--- src/rtl/fft_pkg.sv ---
// shared types, constants and twiddle table for the radix-2 fft
package fft_pkg;

  localparam int VAL_BITS = 23;
  localparam int GRID_BITS = 6;

  typedef logic signed [VAL_BITS-1:0] val_t;

  localparam logic [2:0] ST_LOAD   = 3'd0;
  localparam logic [2:0] ST_RD     = 3'd1;
  localparam logic [2:0] ST_MUL    = 3'd2;
  localparam logic [2:0] ST_WR     = 3'd3;
  localparam logic [2:0] ST_OUT_RD = 3'd4;
  localparam logic [2:0] ST_OUT    = 3'd5;
  localparam logic [2:0] ST_ADD    = 3'd6;

  function automatic logic [23:0] quarter_cos(input logic [4:0] r);
    logic [23:0] v;
    case (r)
      5'd0: v = 24'd8388608;
      5'd1: v = 24'd8348215;
      5'd2: v = 24'd8227423;
      5'd3: v = 24'd8027397;
      5'd4: v = 24'd7750063;
      5'd5: v = 24'd7398092;
      5'd6: v = 24'd6974873;
      5'd7: v = 24'd6484482;
      5'd8: v = 24'd5931642;
      5'd9: v = 24'd5321677;
      5'd10: v = 24'd4660461;
      5'd11: v = 24'd3954362;
      5'd12: v = 24'd3210181;
      5'd13: v = 24'd2435084;
      5'd14: v = 24'd1636536;
      5'd15: v = 24'd822227;
      default: v = 24'd0;
    endcase
    return v;
  endfunction

endpackage

--- src/rtl/fft_bfly.sv ---
// registered complex butterfly: multiply stage then add/subtract stage
module fft_bfly #(
  parameter int TWIDDLE_BITS = 16
) (
  input  logic clk,
  input  logic [5:0] grid,
  input  fft_pkg::val_t a_re,
  input  fft_pkg::val_t a_im,
  input  fft_pkg::val_t b_re,
  input  fft_pkg::val_t b_im,
  output fft_pkg::val_t top_re,
  output fft_pkg::val_t top_im,
  output fft_pkg::val_t bot_re,
  output fft_pkg::val_t bot_im
);

  localparam int PW = fft_pkg::VAL_BITS + TWIDDLE_BITS + 2;
  localparam int SH = 24 - TWIDDLE_BITS;
  localparam logic [TWIDDLE_BITS-1:0] TOP = {1'b0, {(TWIDDLE_BITS-1){1'b1}}};

  function automatic logic signed [TWIDDLE_BITS-1:0] tw_round(input logic [23:0] mag);
    logic [24:0] r;
    begin
      r = ({1'b0, mag} + ((SH > 0) ? (25'd1 << (SH - 1)) : 25'd0)) >> SH;
      if (r > {{(25-TWIDDLE_BITS){1'b0}}, TOP}) r = {{(25-TWIDDLE_BITS){1'b0}}, TOP};
      return $signed(r[TWIDDLE_BITS-1:0]);
    end
  endfunction

  logic [1:0] q;
  logic [4:0] r;
  logic signed [TWIDDLE_BITS-1:0] ta, tb, wc, ws;
  logic signed [PW-1:0] p_rr, p_ii, p_ri, p_ir;
  fft_pkg::val_t a_re_d, a_im_d, vr, vi;
  logic signed [PW-1:0] sr, si;

  assign q = grid[5:4];
  assign r = {1'b0, grid[3:0]};
  assign ta = tw_round(fft_pkg::quarter_cos(r));
  assign tb = tw_round(fft_pkg::quarter_cos(5'd16 - r));

  always_comb begin
    case (q)
      2'd0: begin wc = ta; ws = tb; end
      2'd1: begin wc = -tb; ws = ta; end
      2'd2: begin wc = -ta; ws = -tb; end
      default: begin wc = tb; ws = -ta; end
    endcase
  end

  always_ff @(posedge clk) begin
    p_rr <= PW'(b_re * wc);
    p_ii <= PW'(b_im * ws);
    p_ri <= PW'(b_re * ws);
    p_ir <= PW'(b_im * wc);
    a_re_d <= a_re;
    a_im_d <= a_im;
  end

  assign sr = p_rr - p_ii + (PW'(1) <<< (TWIDDLE_BITS - 2));
  assign si = p_ri + p_ir + (PW'(1) <<< (TWIDDLE_BITS - 2));
  assign vr = fft_pkg::val_t'(sr >>> (TWIDDLE_BITS - 1));
  assign vi = fft_pkg::val_t'(si >>> (TWIDDLE_BITS - 1));

  always_ff @(posedge clk) begin
    top_re <= a_re_d + vr;
    top_im <= a_im_d + vi;
    bot_re <= a_re_d - vr;
    bot_im <= a_im_d - vi;
  end

endmodule

--- config.mk ---
export PLATFORM = sky130hd
export DESIGN_NAME = fft_bfly
export DESIGN_NICKNAME = d
export VERILOG_FILES = /design/src/rtl/fft_pkg.sv /design/src/rtl/fft_bfly.sv
export SDC_FILE = /design/constraint.sdc
export NUM_CORES = 2
export LEC_CHECK = 0
export BUFFER_PORTS_ARGS = -buffer_cell sky130_fd_sc_hd__buf_4
export CAP_MARGIN = 5
export CORE_MARGIN = 3
export CORE_UTILIZATION = 60
export CTS_CLUSTER_SIZE = 8
export DETAILED_ROUTE_END_ITERATION = 10
export PLACE_DENSITY = 0.87
export SLEW_MARGIN = 25
export SYNTH_ARGS = -nofsm -noshare
export SYNTH_HDL_FRONTEND = slang
export SYNTH_SLANG_ARGS = --single-unit
--- constraint.sdc ---
create_clock -name clk -period 13.6 [get_ports clk]
set_clock_uncertainty 0.1 [all_clocks]
set_input_delay 1.36 -clock clk [delete_from_list [all_inputs] [get_ports clk]]
set_output_delay 1.36 -clock clk [all_outputs]
set_load 0.03 [all_outputs]
==> run metrics <==
IO buf count=190; Synth-to-Final Area Change=6.45%; dpl hpwl=147 mm; worst r2r src=p_ii[6]; asr flop ratio synth=0; DRC=0; most numerous cell on the critical path=buf_4; CTS buffer count=44; vias in the first global route=58.7k; synthesized flop and latch total=288; crit path DAT=13.28 ns; required time worst endpoint=13.97 ns; placed cell areas=0.0716 mm^2; mapped cell area=0.0685 mm^2; GP Congestion=0.983; post-route setup TNS=0 ns; CP Capture Type=flop; Die Width=344 um; Tcrit/Tclk final=0.949; Yosys warning count=0; area leader, netlist=fa_1; multi-input logic area=0.0547 mm^2; status=finished, final reports clean; Worst-Margin Slew=1.09 ns; final max-slew violation count=0; Max Fclk=0.0775 GHz; most frequent cell after synthesis=inv_1; post-synthesis sequential area ratio=0.0841; htree depth=2; number of nets in the layout=9894; I/O pins=191; Starting DRT DRC Count=4630; largest net degree at the start of global routing=51; final instance area=0.0730 mm^2; core box area=0.113 mm^2; Buf/Inv on CP=11; HP Start=a_im_d[0]; DRT antenna net count=0; crit path launch type=primary input; Max Cap Viol=0; Critical-path top delay cell=fa_1; RSZ-0062 raised after global routing=false; drt total wl=189 mm; Area contributors post-synth=fa_1 41%, ha_1 11%, inv_1 10%, dfxtp_1 8.4%, nand2_1 5.5%; Post-synth EDFFs=0; # rows=123; vias per cell=5.83; die area=0.118 mm^2; fin crit period=12.91 ns; Setup crit start=grid[0]; DR WL/cell=20.3 um; via count=54.1k; Post-synth top cells=1843 x inv_1, 1420 x fa_1, 1000 x nand2_1, 621 x ha_1, 422 x and2_1; syn nets=9895; Final Hold Fails=0; clock slew at reported path FFs=0.06 ns; Reg area=0.00577 mm^2; Unique masters post-synth=102; Min Hold Slack=0.454 ns; cts hold-fix bufs=0; TritonCTS clock tree=built; Die Y-Extent=344 um; first-pass GRT wire length=306 mm; Final setup violation count=0; share of the synthesized area in the top cell type=0.415; Min-Delay Path Class=reg -> reg; Gate Count Post-Synth=7755; share of layout cells above drive strength 1=0.0602; Top delay family on crit path=adder cells; CTS sink count=288; initial antenna violation count=6; Worst Path Class, Setup=in -> reg; clk_lat worst skew=0.59 ns; gr usage total=0.327; Mean Syn Cell Area=8.84 um^2; GR Overflow Total=0; Root Buffer=clkbuf_16; Worst slew margin=0.267; Longest Clk Path Bufs=3; fill count=8444; peak fanout along the critical path=19; Primary FF master, synth=dfxtp_1; Crit path largest cell delay=0.57 ns; drt pass-1 iters=8; Initial Utilization=0.607
==> registers in the layout, summed over array words and instances (netlist names) <==
signal / count
p_ii: 38
p_ir: 38
p_ri: 38
p_rr: 38
a_im_d: 23
a_re_d: 23
bot_im: 23
bot_re: 23
top_im: 22
top_re: 22
==> layout make-up <==
class                      instances  share of cell area
clock inverter                     4            0.000875
timing repair buffer             304              0.0328
sequential                       288              0.0790
clock buffer                      51              0.0164
antenna                            4            0.000137
multi-input combinational       5272               0.750
tap                             1500              0.0257
inverter                        1844              0.0949
==> per-stage QoR <==
stage,instances,setup slack [ns],util
global route,9263,0.0174,0.646
CTS,9260,0.620,0.645
global placement,9205,0.540,0.634
finish,9267,0.693,0.646
detailed placement,9205,0.0990,0.634
floorplan,7755,0.142,-
==> cells in the final DEF (no fill, tap or decap), drive strengths merged, types with 10 or more instances in the layout <==
master | synthesis | routed
o221ai | 10 | 10
a211oi | 24 | 24
o2111ai | 10 | 10
a21boi | 10 | 10
or3 | 20 | 20
inv | 1843 | 1844
ha | 621 | 621
nand3 | 44 | 44
xor2 | 86 | 86
o31ai | 24 | 24
o21ai | 133 | 133
a21oi | 244 | 244
nand2 | 1001 | 1001
o211ai | 22 | 22
o21bai | 38 | 38
xnor2 | 241 | 241
nor4 | 11 | 11
dfxtp | 288 | 288
a31oi | 21 | 21
nor3 | 61 | 61
o41ai | 12 | 12
or2 | 37 | 37
nand4 | 20 | 20
nor2 | 285 | 285
fa | 1420 | 1420
a221oi | 11 | 11
and2 | 422 | 422
clkbuf | 298 | 51
nor2b | 66 | 66
buf | 53 | 304
and3 | 52 | 52
nand2b | 46 | 46
a21o | 98 | 98
mux2i | 17 | 17
o21a | 34 | 34
==> what timing repair did <==
item / 4_1_cts / 5_1_grt
gates resized for setup: 0 / 5
setup endpoints to repair: 0 / 6
setup buffers: 0 / 2
==> layer usage <==
metal / part of all wire / GRT usage / vias to the layer above
met5: 0.00021 / 0 / -
met4: 0.060 / 0.160 / 4
met3: 0.13 / 0.0984 / 799
met2: 0.46 / 0.527 / 3264
met1: 0.36 / 0.402 / 26800
li1: - / - / 23200
==> cells by family after synthesis <==
group | after synthesis | share of synthesized area
AO/OA/AOI/OAI | 780 | 0.0758
XOR/XNOR | 327 | 0.0418
multiplexers | 23 | 0.00387
AND/OR/NAND/NOR | 2101 | 0.145
flip-flops | 288 | 0.0841
buffers and inverters | 2195 | 0.122
adder cells (fa/ha/maj) | 2041 | 0.528
==> worst min-delay path, delay by kind of cell (launching register included) <==
family	cells	cell delay (ns)
buffers and inverters	2	0.08
adder cells (fa/ha/maj)	1	0.12
flip-flops	1	0.31
==> worst paths after layout <==
kind,end,slack [ns],cells past startpoint
setup / recovery,p_ii[37],0.69,50
setup reg to reg,top_re[22],6.70,27
hold reg to reg,bot_im[0],0.45,3
hold / removal,bot_im[0],0.45,3
Power is left out: the tool's default activity adds up to more than one toggle a clock period on the data nets, which glitch-free logic cannot reach.
